==> src/hw/rtl/lms_pkg.sv <==
// ----------------------------------------------------------------------------
// lms_pkg
// Shared types and constants for the longest monotone subsequence tracker.
// ----------------------------------------------------------------------------
package lms_pkg;

   // width of every count field on the result channel
   localparam int FIELD_W = 11;
   // width of the key field on the request channel
   localparam int KEY_PORT_W = 32;

   typedef struct packed {
      logic start;
      logic strict_mode;
   } seek_ctl_type;

   typedef struct packed {
      logic busy;
      logic done;
   } seek_sts_type;

endpackage

==> src/hw/rtl/lms_seek.sv <==
// ----------------------------------------------------------------------------
// lms_seek
// Binary search over the tail table: one tail read and one compare per cycle.
// Returns the first slot whose tail the key matches and the position stored
// one slot below it.
// ----------------------------------------------------------------------------
module lms_seek #(
   parameter int KEY_W  = 32,
   parameter int CNT_W  = 11,
   parameter int ADDR_W = 10
) (
   input  logic                  clock,
   input  logic                  reset,
   input  lms_pkg::seek_ctl_type ctl,
   input  logic [KEY_W-1:0]      key,
   input  logic [CNT_W-1:0]      limit,
   output logic                  rd_en,
   output logic [ADDR_W-1:0]     rd_addr,
   input  logic [KEY_W-1:0]      key_rdata,
   input  logic [CNT_W-1:0]      pos_rdata,
   output lms_pkg::seek_sts_type sts,
   output logic [CNT_W-1:0]      slot,
   output logic [CNT_W-1:0]      pred
);

   logic             busy_ff, busy_in;
   logic             done_ff, done_in;
   logic [CNT_W-1:0] lo_ff, lo_in;
   logic [CNT_W-1:0] hi_ff, hi_in;
   logic [CNT_W-1:0] mid_ff, mid_in;
   logic [CNT_W-1:0] pred_ff, pred_in;
   logic [CNT_W-1:0] span;
   logic             match;
   logic             active;
   logic             more;

   always_comb begin
      lo_in   = lo_ff;
      hi_in   = hi_ff;
      pred_in = pred_ff;
      match   = 1'b0;
      if (ctl.start) begin
         lo_in   = '0;
         hi_in   = limit;
         pred_in = '0;
      end else if (busy_ff) begin
         // read data belongs to the slot at mid_ff, issued last cycle
         match = ctl.strict_mode ? (key <= key_rdata) : (key < key_rdata);
         if (match) begin
            hi_in = mid_ff;
         end else begin
            lo_in   = mid_ff + CNT_W'(1);
            pred_in = pos_rdata;
         end
      end
      span    = hi_in - lo_in;
      mid_in  = lo_in + (span >> 1);
      active  = ctl.start || busy_ff;
      more    = active && (lo_in < hi_in);
      busy_in = more;
      done_in = active && !(lo_in < hi_in);
   end

   always_ff @(posedge clock) begin
      if (reset) begin
         busy_ff <= 1'b0;
         done_ff <= 1'b0;
      end else begin
         busy_ff <= busy_in;
         done_ff <= done_in;
      end
      lo_ff   <= lo_in;
      hi_ff   <= hi_in;
      mid_ff  <= mid_in;
      pred_ff <= pred_in;
   end

   assign rd_en    = more;
   assign rd_addr  = mid_in[ADDR_W-1:0];
   assign sts.busy = busy_ff;
   assign sts.done = done_ff;
   assign slot     = lo_ff;
   assign pred     = pred_ff;

endmodule

==> config.mk <==
export PLATFORM = sky130hd
export DESIGN_NAME = lms_seek
export DESIGN_NICKNAME = d
export VERILOG_FILES = /design/src/hw/rtl/lms_pkg.sv /design/src/hw/rtl/lms_seek.sv
export SDC_FILE = /design/constraint.sdc
export NUM_CORES = 1
export LEC_CHECK = 0
export BUFFER_PORTS_ARGS = -buffer_cell sky130_fd_sc_hd__buf_2
export CAP_MARGIN = 20
export CORE_UTILIZATION = 52
export CTS_CLUSTER_SIZE = 25
export DETAILED_ROUTE_END_ITERATION = 10
export PLACE_DENSITY_LB_ADDON = 0.15
export SLEW_MARGIN = 40
export SYNTH_ARGS = -nofsm -noshare
export SYNTH_HDL_FRONTEND = slang
export SYNTH_SLANG_ARGS = --single-unit
==> constraint.sdc <==
create_clock -name clock -period 8.9 [get_ports clock]
set_clock_uncertainty 0.1 [all_clocks]
set_input_delay 0.89 -clock clock [delete_from_list [all_inputs] [get_ports clock]]
set_output_delay 0.89 -clock clock [all_outputs]
set_load 0.05 [all_outputs]
==> impl_table.tex <==
\begin{tabular}{lr}
\hline
Metric & Value \\
\hline
\multicolumn{2}{l}{\textbf{Routing}} \\
Post-detailed-route count of antenna-violating nets & 0 \\
Total wirelength of the detailed-routed design & 9264 um \\
First-pass iteration count of the detailed router & 4 \\
Average wire per cell in the routed design & 13.35 um \\
DR DRC count & 0 \\
Via Count & 3758 \\
Starting DRC count in detailed routing & 187 \\
Number of vias per cell after detailed routing & 5.415 \\
\multicolumn{2}{l}{\textbf{STA}} \\
Portion of the clock cycle consumed by the worst path in the final layout & 0.9103 \\
TNS Setup & 0 ps \\
Min Tclk post-route & 8101 ps \\
Unrepaired setup endpoints after global routing & no \\
Hold violation total from the final report & 0 \\
Worst hold margin & 391.3 ps \\
Relative slew slack & 0.5422 \\
Max Transition Viols Final & 0 \\
Worst Tran Pin Value & 685.0 ps \\
Final Setup Violations & 0 \\
Highest achievable clock rate & 123.4 MHz \\
\multicolumn{2}{l}{\textbf{Place}} \\
HPWL after DPL & 7691 um \\
Number of input and output port buffers inserted & 124 \\
Weighted congestion at the end of routability-driven global placement & 0.8729 \\
\multicolumn{2}{l}{\textbf{Setup path}} \\
Endpoint class of the critical path & output pin \\
Setup crit start kind & input pin \\
Critical R2R Launch & busy\_ff \\
Maximum fanout along the worst path & 10 \\
Worst setup path startpoint & key[5] \\
Critical Path RT & 7910 ps \\
Critical path arrival & 7110 ps \\
Type of the worst setup path & in -> out \\
\multicolumn{2}{l}{\textbf{Synthesis}} \\
Post-synth cell types & 64 \\
Yosys top cell by area & sky130\_fd\_sc\_hd\_\_dfxtp\_1 \\
Post-synthesis instance total & 483 \\
Mapped Avg Cell Area & 8.207 um\^{}2 \\
Post-synthesis sequential area ratio & 0.2323 \\
Top-area cell type share of the netlist area & 0.2323 \\
Primary FF master, synth & sky130\_fd\_sc\_hd\_\_dfxtp\_1 \\
Yosys warning count & 0 \\
Most area-consuming cells after synthesis & sky130\_fd\_sc\_hd\_\_dfxtp\_1 (23\%), sky130\_fd\_sc\_hd\_\_ha\_1 (16\%), sky130\_fd\_sc\_hd\_\_mux2i\_1 (5.6\%), sky130\_fd\_sc\_hd\_\_inv\_1 (5.3\%), sky130\_fd\_sc\_hd\_\_a21oi\_1 (4.4\%) \\
Share of synthesized flip-flops with an asynchronous set or reset & 0 \\
Mapped Area & 0.003964 mm\^{}2 \\
Register bit total from synthesis & 46 \\
Total nets after synthesis & 627 \\
Post-synth EDFFs & 0 \\
\multicolumn{2}{l}{\textbf{Die}} \\
DIE HEIGHT & 89.31 um \\
Die width & 89.31 um \\
Die ar. & 0.007976 mm\^{}2 \\
Core box area & 0.007292 mm\^{}2 \\
Number of rows in the core area & 31 \\
IO Count & 125 \\
Starting Density & 0.5436 \\
\multicolumn{2}{l}{\textbf{Min path}} \\
Worst min path class & reg -> reg \\
Min-Delay Startpoint & pred[9] \\
\multicolumn{2}{l}{\textbf{Layout}} \\
Count of antenna diodes in the layout & 0 \\
Share of layout cells above drive strength 1 & 0.2824 \\
Post-layout net count & 738 \\
Synthesis-to-layout area growth & 18.37\% \\
\multicolumn{2}{l}{\textbf{Clock tree}} \\
Post-CTS setup buffer count & 0 \\
Total number of clock tree sinks & 46 \\
Clock Latency Late Sink & 300 ps \\
CTS tree & yes \\
Post-CTS Hold Fix Bufs & 0 \\
Buffer type at the clock tree root & sky130\_fd\_sc\_hd\_\_clkbuf\_8 \\
Post-CTS resize count & 0 \\
Clock H-tree levels & 2 \\
Maximum clock path buffer count & 2 \\
Number of CTS-inserted buffers & 5 \\
Worst-path clk slew & 80 ps \\
\multicolumn{2}{l}{\textbf{Outcome}} \\
Status & complete, no violations \\
\multicolumn{2}{l}{\textbf{GRT}} \\
Antenna violations before repair & 0 \\
Overall fraction of global-route tracks in use & 0.2336 \\
Via count of the first global-routing pass & 3398 \\
Global-route wire length before repair & 14650 um \\
Congestion Overflow GR & 0 \\
Pin count of the biggest net entering global routing & 49 \\
\multicolumn{2}{l}{\textbf{Power}} \\
Cell Pwr Density & 211.1 mW/mm\^{}2 \\
Pleak & 0.002463 uW \\
Maximum vdd ir drop & 0.2455 mV \\
\multicolumn{2}{l}{\textbf{Job}} \\
Max-cap violations & 0 \\
\hline
\end{tabular}
cell usage after synthesis, types with 5 or more instances:
master and n:
sky130_fd_sc_hd__a21oi_1 35, sky130_fd_sc_hd__nand3_1 10, sky130_fd_sc_hd__and3_1 5, sky130_fd_sc_hd__mux2i_1 22, sky130_fd_sc_hd__ha_1 52, sky130_fd_sc_hd__xnor2_1 16
sky130_fd_sc_hd__nor2_1 43, sky130_fd_sc_hd__or3_1 5, sky130_fd_sc_hd__nand4_1 7, sky130_fd_sc_hd__inv_1 56, sky130_fd_sc_hd__nor3_1 10, sky130_fd_sc_hd__clkbuf_1 7
sky130_fd_sc_hd__nand2_1 33, sky130_fd_sc_hd__buf_4 13, sky130_fd_sc_hd__xor2_1 5, sky130_fd_sc_hd__o21a_1 7, sky130_fd_sc_hd__a31oi_1 5, sky130_fd_sc_hd__or2_2 9
sky130_fd_sc_hd__dfxtp_1 46, sky130_fd_sc_hd__o21ai_0 25
cell usage in the layout (no fill, tap or decap), types with 4 or more instances in the layout:
cell type,instances
sky130_fd_sc_hd__a21o_1,4
sky130_fd_sc_hd__a21oi_1,35
sky130_fd_sc_hd__a31oi_1,5
sky130_fd_sc_hd__and2_1,4
sky130_fd_sc_hd__and3_1,5
sky130_fd_sc_hd__buf_2,123
sky130_fd_sc_hd__clkbuf_8,6
sky130_fd_sc_hd__dfxtp_1,46
sky130_fd_sc_hd__ha_1,52
sky130_fd_sc_hd__inv_1,56
sky130_fd_sc_hd__mux2i_1,22
sky130_fd_sc_hd__nand2_1,33
sky130_fd_sc_hd__nand2b_1,4
sky130_fd_sc_hd__nand3_1,10
sky130_fd_sc_hd__nand4_1,7
sky130_fd_sc_hd__nor2_1,42
sky130_fd_sc_hd__nor3_1,10
sky130_fd_sc_hd__o21a_1,7
sky130_fd_sc_hd__o21ai_0,25
sky130_fd_sc_hd__or2_2,9
sky130_fd_sc_hd__or3_1,5
sky130_fd_sc_hd__xnor2_1,16
sky130_fd_sc_hd__xor2_1,5
final timing paths:
kind / to / slack [ps] / cells after the start
worst max-delay path: rd_addr[9] / 800 / 24
worst min register to register: pred[9] / 390 / 2
worst min-delay path: pred[9] / 390 / 2
worst max register to register: mid_ff[9] / 3550 / 21
metal layers:
metal  vias to the layer above  wire [um]  GRT usage
li1                       1925          -          -
met1                      1729       4079     0.2897
met2                        94       4613     0.4212
met3                        10        442    0.03601
met4                         0        128    0.06061
met5                         -          0          0
power by group:
part           switching (uW)  internal (uW)  total, uW
sequential               36.9            249        286
combinational             374            198        573
clock                    69.6           62.8        132
total                     481            510        991
area by class of cell:
cell class,count,area [um^2]
multi-input cells,358,2704
clock inverters,1,5.005
repair buffers,126,638.1
inverters,57,214.0
fillers,683,2600
flip-flops and latches,46,920.9
well taps,99,123.9
clock buffers,7,86.33
sequential cells by signal, indices dropped and copies added (netlist names):
signal,flops
busy_ff,1
done_ff,1
hi_ff,11
mid_ff,11
pred,11
slot,11
worst max-delay path, cell delays in order:
cell and delay (ps):
sky130_fd_sc_hd__buf_2 100, sky130_fd_sc_hd__ha_1 290, sky130_fd_sc_hd__a21oi_1 160, sky130_fd_sc_hd__o21ai_1 90
sky130_fd_sc_hd__a2111o_1 440, sky130_fd_sc_hd__o31ai_2 430, sky130_fd_sc_hd__and3_1 670, sky130_fd_sc_hd__mux2i_1 150
sky130_fd_sc_hd__o21ai_0 310, sky130_fd_sc_hd__inv_1 120, sky130_fd_sc_hd__fa_1 450, sky130_fd_sc_hd__or4_1 530
sky130_fd_sc_hd__o221a_2 320, sky130_fd_sc_hd__and2_1 160, sky130_fd_sc_hd__o21a_1 200, sky130_fd_sc_hd__a21boi_0 140
sky130_fd_sc_hd__ha_1 320, sky130_fd_sc_hd__inv_1 130, sky130_fd_sc_hd__nor2_1 80, sky130_fd_sc_hd__or3_1 340
sky130_fd_sc_hd__a31oi_1 160, sky130_fd_sc_hd__o21ai_0 120, sky130_fd_sc_hd__xor2_1 190, sky130_fd_sc_hd__buf_2 300
stage by stage:
step                power [uW]  utilization  cell area, um^2  worst slack [ps]  cells
floorplan                770.0            -             3964              1339    483
global placement         847.5       0.6297             4592             986.5    686
finish                   990.5       0.6434             4692             798.7    694
global route              1060       0.6434             4692             278.0    694
CTS                      990.8       0.6424             4684             803.2    694
detailed placement       856.5       0.6299             4593             812.3    686
cells by family (layout without fill, tap and decap cells):
family,after synthesis,count (layout),synth area share
and+or+nand+nor,146,146,0.1954
muxes,22,22,0.05556
buffers and inverters,79,191,0.08775
DFF,46,46,0.2323
AOI/OAI and AO/OA,114,114,0.2055
xor gates and xnor gates,21,21,0.04640
adders and majority gates,55,55,0.1771
No activity file was read; power rests on OpenSTA's default activity.
